### src/rtl/csetp_pkg.sv
// shared constants, codes and controller/datapath interface types for the profiler
package csetp_pkg;

    localparam int DEF_NUM_FUNCS   = 1024;
    localparam int DEF_STACK_DEPTH = 64;
    localparam int TIME_BITS       = 48;
    localparam int ID_BITS         = 10;
    localparam int OP_BITS         = 2;
    localparam int STATUS_BITS     = 2;
    localparam int COUNT_BITS      = 32;

    localparam logic [OP_BITS-1:0] OP_START = OP_BITS'(0);
    localparam logic [OP_BITS-1:0] OP_END   = OP_BITS'(1);
    localparam logic [OP_BITS-1:0] OP_READ  = OP_BITS'(2);

    localparam logic [STATUS_BITS-1:0] ST_OK       = STATUS_BITS'(0);
    localparam logic [STATUS_BITS-1:0] ST_MISMATCH = STATUS_BITS'(1);
    localparam logic [STATUS_BITS-1:0] ST_EMPTY    = STATUS_BITS'(2);
    localparam logic [STATUS_BITS-1:0] ST_FULL     = STATUS_BITS'(3);

    typedef struct packed {
        logic                   load;
        logic                   reduce;
        logic                   clr_wr;
        logic                   rd_stats;
        logic                   rd_starts;
        logic                   addr_caller;
        logic                   wr_charge;
        logic                   wr_callee;
        logic                   pop;
        logic                   rd_below;
        logic                   set_top;
        logic                   res_rd;
        logic                   res_charge;
        logic                   res_callee;
        logic                   status_load;
        logic [STATUS_BITS-1:0] status_code;
        logic                   out_load;
    } cmd_t;

    typedef struct packed {
        logic [OP_BITS-1:0] op;
        logic               full;
        logic               empty;
        logic               mismatch;
        logic               has_below;
        logic               clr_last;
        logic               out_free;
    } sts_t;

endpackage

### src/rtl/csetp_ctrl.sv
// profiler controller: sequences table clearing and the memory steps of each event
module csetp_ctrl
    import csetp_pkg::*;
(
    input  logic clk,
    input  logic rst_n,
    input  logic evt_valid,
    output logic evt_stall,
    input  sts_t sts,
    output cmd_t cmd
);

    typedef enum logic [3:0] {
        S_CLEAR,
        S_IDLE,
        S_REDUCE,
        S_DISPATCH,
        S_CALLER_CHG,
        S_CALLEE_RD,
        S_CALLEE_UPD,
        S_END_CHG,
        S_END_TOP,
        S_RD_RES,
        S_DONE
    } state_t;

    state_t state_reg, state_next;

    always_ff @(posedge clk or negedge rst_n)
    begin
        if (!rst_n)
        begin
            state_reg <= S_CLEAR;
        end
        else
        begin
            state_reg <= state_next;
        end
    end

    always_comb
    begin
        cmd        = '0;
        state_next = state_reg;
        case (state_reg)
            S_CLEAR:
            begin
                cmd.clr_wr = 1'b1;
                if (sts.clr_last)
                begin
                    state_next = S_IDLE;
                end
            end
            S_IDLE:
            begin
                if (evt_valid)
                begin
                    cmd.load   = 1'b1;
                    state_next = S_REDUCE;
                end
            end
            S_REDUCE:
            begin
                cmd.reduce = 1'b1;
                state_next = S_DISPATCH;
            end
            S_DISPATCH:
            begin
                cmd.status_load = 1'b1;
                cmd.status_code = ST_OK;
                cmd.rd_stats    = 1'b1;
                case (sts.op)
                    OP_START:
                    begin
                        if (sts.full)
                        begin
                            cmd.status_code = ST_FULL;
                            state_next      = S_RD_RES;
                        end
                        else if (!sts.empty)
                        begin
                            // caller gets charged first
                            cmd.rd_starts   = 1'b1;
                            cmd.addr_caller = 1'b1;
                            state_next      = S_CALLER_CHG;
                        end
                        else
                        begin
                            state_next = S_CALLEE_UPD;
                        end
                    end
                    OP_END:
                    begin
                        if (sts.empty)
                        begin
                            cmd.status_code = ST_EMPTY;
                            state_next      = S_RD_RES;
                        end
                        else if (sts.mismatch)
                        begin
                            cmd.status_code = ST_MISMATCH;
                            state_next      = S_RD_RES;
                        end
                        else
                        begin
                            cmd.rd_starts = 1'b1;
                            state_next    = S_END_CHG;
                        end
                    end
                    default:
                    begin
                        state_next = S_RD_RES;
                    end
                endcase
            end
            S_CALLER_CHG:
            begin
                cmd.wr_charge   = 1'b1;
                cmd.addr_caller = 1'b1;
                state_next      = S_CALLEE_RD;
            end
            S_CALLEE_RD:
            begin
                // separate cycle so a recursive call sees the charged entry
                cmd.rd_stats = 1'b1;
                state_next   = S_CALLEE_UPD;
            end
            S_CALLEE_UPD:
            begin
                cmd.wr_callee  = 1'b1;
                cmd.res_callee = 1'b1;
                state_next     = S_DONE;
            end
            S_END_CHG:
            begin
                cmd.wr_charge  = 1'b1;
                cmd.res_charge = 1'b1;
                cmd.pop        = 1'b1;
                if (sts.has_below)
                begin
                    cmd.rd_below = 1'b1;
                    state_next   = S_END_TOP;
                end
                else
                begin
                    state_next = S_DONE;
                end
            end
            S_END_TOP:
            begin
                cmd.set_top = 1'b1;
                state_next  = S_DONE;
            end
            S_RD_RES:
            begin
                cmd.res_rd = 1'b1;
                state_next = S_DONE;
            end
            S_DONE:
            begin
                if (sts.out_free)
                begin
                    cmd.out_load = 1'b1;
                    state_next   = S_IDLE;
                end
            end
            default:
            begin
                state_next = S_IDLE;
            end
        endcase
    end

    assign evt_stall = (state_reg != S_IDLE);

endmodule

### config.mk
export PLATFORM = sky130hd
export DESIGN_NAME = csetp_ctrl
export DESIGN_NICKNAME = d
export VERILOG_FILES = /design/src/rtl/csetp_pkg.sv /design/src/rtl/csetp_ctrl.sv
export SDC_FILE = /design/constraint.sdc
export NUM_CORES = 1
export LEC_CHECK = 0
export BUFFER_PORTS_ARGS = -buffer_cell sky130_fd_sc_hd__buf_4
export CAP_MARGIN = 20
export CORE_AREA = 4 4 43 45
export CTS_CLUSTER_DIAMETER = 120
export DETAILED_ROUTE_END_ITERATION = 8
export DIE_AREA = 0 0 47 49
export PLACE_DENSITY_LB_ADDON = 0.25
export SLEW_MARGIN = 10
export SYNTH_ARGS = -nofsm -noshare
export SYNTH_HDL_FRONTEND = slang
export SYNTH_SLANG_ARGS = --single-unit
### constraint.sdc
create_clock -name clk -period 1.3 [get_ports clk]
set_input_delay 0.26 -clock clk [delete_from_list [all_inputs] [get_ports clk]]
set_output_delay 0.26 -clock clk [all_outputs]
set_load 0.005 [all_outputs]
==> load_flow_metrics.sql <==
INSERT INTO impl_metrics (metric_group, metric, value, unit) VALUES
('power', 'power.density_cell_area', '1850', 'nW/um^2'),
('critical_path', 'critical_path_peak_fanout', '3', ''),
('power', 'cell_internal_pwr', '1.09', 'mW'),
('timing', 'hold_violations', '0', ''),
('timing', 'fin_hold_ws', '0.357', 'ns'),
('final_layout', 'largest_register_ffs', '4', ''),
('critical_path', 'setup.worst_path.end_class', 'output port', ''),
('clocking', 'cts.reportedPaths.clkPinSlew', '0.04', 'ns'),
('drt', 'detail-route-antenna-nets', '0', ''),
('yosys', 'synth_enable_flop_cells', '0', ''),
('placed_design', 'placed_cell_area', '820', 'sq um'),
('timing', 'total_negative_slack', '-5.13', 'ns'),
('clocking', 'cts_inserted_buffers', '3', ''),
('die', 'pin_count', '30', ''),
('final_layout', 'design.final.nets', '131', ''),
('die', 'initial_core_util', '35.8', '%'),
('yosys', 'synthArstFlopShare', '100', '%'),
('timing', 'final_cycle_utilization_of_the_critical_path', '129', '%'),
('timing', 'final_period_minus_worst_setup_slack', '1.68', 'ns'),
('drt', 'remaining_drc_errors', '0', ''),
('final_layout', 'area_growth_syn_to_layout', '95.0', '%'),
('final_layout', 'mostFrequentLayoutCell', 'sky130_fd_sc_hd__buf_4', ''),
('clocking', 'cts-root-buf', 'sky130_fd_sc_hd__clkbuf_4', ''),
('critical_path', 'critical_path.startpoint_type', 'register', ''),
('yosys', 'synth_area', '527', 'sq um'),
('drt', 'detail_route.iter0.violations', '3', ''),
('drt', 'detail_route.vias_per_cell', '5.40', ''),
('clocking', 'htreeDepth', '1', ''),
('power', 'vdd_drop_max', '1.17', 'mV'),
('timing', 'slew-limit-headroom', '80.5', '%'),
('yosys', 'synthDistinctLibCells', '34', ''),
('timing', 'grt_setup_unrepaired', 'yes', ''),
('min_path', 'hold_path.class', 'in2async', ''),
('run', 'max_cap_violations', '0', ''),
('timing', 'timing.final.setup_violations', '20', ''),
('die', 'core', '1470', 'sq um'),
('global_route', 'grtUsageMet1', '20.0', '%'),
('yosys', 'primary_flip_flop_cell_chosen_by_synthesis_mapping', 'sky130_fd_sc_hd__dfrtp_1', ''),
('yosys', 'synth_seq_area_share', '19.0', '%'),
('drt', 'drt_pass1_iterations', '4', ''),
('final_layout', 'antenna_cells_inserted', '0', ''),
('die', 'die-width', '47', 'microns'),
('die', 'row_count', '14', ''),
('final_layout', 'final_design_area_no_fill', '1030', 'sq um'),
('power', 'power_leakage', '0.488', 'nW'),
('clocking', 'cts_buffer_depth', '2', ''),
('placed_design', 'dp_worst_setup_slack', '-0.265', 'ns'),
('timing', 'tightest_slew', '0.288', 'ns'),
('drt', 'via_count', '724', ''),
('placed_design', 'port-buffer-count', '29', ''),
('global_route', 'most_crowded_layer_after_global_routing', 'met2', ''),
('power', 'clkPwrFrac', '8.2', '%'),
('placed_design', 'routabilityCongestion', '0.789', ''),
('outcome', 'violated_checks', 'setup timing', ''),
('yosys', 'synthCells', '72', ''),
('final_layout', 'layout-drive-gt1-share', '61.9', '%'),
('yosys', 'postSynthNetCount', '83', ''),
('placed_design', 'dp_hpwl', '1280', 'microns'),
('power', 'seq_power_share', '12.3', '%'),
('timing', 'final.setup.worst_slack', '-0.381', 'ns'),
('die', 'die-height', '49', 'microns'),
('drt', 'totalWireLength', '1950', 'microns'),
('global_route', 'gr-total-overflow', '0', ''),
('timing', 'setup_clock_skew_after_layout', '0.00944', 'ns'),
('timing', 'fmax', '595', 'MHz'),
('clocking', 'insertion_delay', '0.24', 'ns'),
('global_route', 'met2_usage', '32.4', '%'),
('power', 'netSwitchingFraction', '42.6', '%'),
('timing', 'maxSlewViolCount', '0', ''),
('critical_path', 'crit_path_arrival_time', '1.42', 'ns'),
('outcome', 'status', 'complete, but fails checks', '');
cell usage after synthesis, types with 2 or more instances:
| library cell | instances | share of area (%) |
|---|---|---|
| sky130_fd_sc_hd__a21oi_1 | 7 | 6.7 |
| sky130_fd_sc_hd__nand2_1 | 7 | 5.0 |
| sky130_fd_sc_hd__nor2_1 | 5 | 3.6 |
| sky130_fd_sc_hd__dfrtp_1 | 4 | 19 |
| sky130_fd_sc_hd__nand2b_1 | 4 | 4.7 |
| sky130_fd_sc_hd__nor3_1 | 4 | 3.8 |
| sky130_fd_sc_hd__and2_1 | 3 | 3.6 |
| sky130_fd_sc_hd__buf_2 | 3 | 2.8 |
| sky130_fd_sc_hd__nand3b_1 | 3 | 4.3 |
| sky130_fd_sc_hd__nor2b_1 | 3 | 3.6 |
| sky130_fd_sc_hd__a21o_1 | 2 | 2.8 |
| sky130_fd_sc_hd__and3_1 | 2 | 2.4 |
| sky130_fd_sc_hd__buf_4 | 2 | 2.8 |
| sky130_fd_sc_hd__buf_6 | 2 | 4.3 |
| sky130_fd_sc_hd__nor3b_1 | 2 | 2.8 |
cell type report:
type | count | area, sq um
clock buffer | 3 | 22.5
fill | 127 | 444
inverter | 1 | 3.75
multi-input combinational | 60 | 480
sequential | 4 | 100
tap | 16 | 20.0
timing repair buffer | 50 | 400
worst paths after layout:
check / startpoint / to / slack [ns] / depth (start not counted)
hold / removal: rst_n / state_reg[0]$_DFFE_PN0P_ / 0.36 / 2
min in group clk: sts[7] / state_reg[2]$_DFFE_PN0P_ / 0.41 / 3
hold reg to reg: state_reg[0]$_DFFE_PN0P_ / state_reg[0]$_DFFE_PN0P_ / 0.81 / 2
max in group asynchronous: rst_n / state_reg[3]$_DFFE_PN0P_ / 0.83 / 2
setup / recovery: state_reg[1]$_DFFE_PN0P_ / cmd[12] / -0.38 / 4
setup reg to reg: state_reg[1]$_DFFE_PN0P_ / state_reg[0]$_DFFE_PN0P_ / -0.20 / 6
metrics by stage:
stage	instances	total power, mW	utilization [%]
CTS	134	1.90	68.6
finish	134	1.90	69.8
detailed placement	122	1.31	55.7
global route	134	2.05	69.8
global placement	122	1.30	55.7
floorplan	72	0.901	-
per-layer routing:
metal  part of all wire, %  wire [microns]
met1                    37             725
met4                   1.5              29
met2                    56            1100
met3                   5.0              98
met5                     0               0
critical path, cell delays in order (launching register included):
cell	delay (ns)
sky130_fd_sc_hd__dfrtp_1	0.39
sky130_fd_sc_hd__nand2_4	0.07
sky130_fd_sc_hd__or4b_4	0.48
sky130_fd_sc_hd__a21oi_2	0.13
sky130_fd_sc_hd__buf_4	0.11
cells by family (layout without fill, tap and decap cells):
| group | after synthesis | after routing | synth area share [%] |
|---|---|---|---|
| compound gates | 18 | 18 | 21.9 |
| buf+inv | 8 | 54 | 10.7 |
| flops | 4 | 4 | 19.0 |
| simple gates | 41 | 41 | 46.8 |
| xor+xnor | 1 | 1 | 1.66 |
power by group through the flow:
stage | Clock (mW) | Combinational, mW | Sequential [mW]
floorplan | 0 | 0.668 | 0.233
global placement | 0 | 1.07 | 0.231
detailed placement | 0 | 1.08 | 0.230
CTS | 0.158 | 1.51 | 0.232
global route | 0.166 | 1.65 | 0.241
finish | 0.156 | 1.51 | 0.234
timing repair:
| action | 4_1_cts | 5_1_grt |
|---|---|---|
| hold buffers | 1 | 0 |
| endpoints found under the setup margin | 20 | 21 |
| gates resized for setup | 22 | 7 |
| setup buffers | 8 | 2 |
| hold endpoints to repair | 4 | 0 |
| pin swaps | 4 | 3 |
Note: power is estimated with default switching activity, not from simulation.
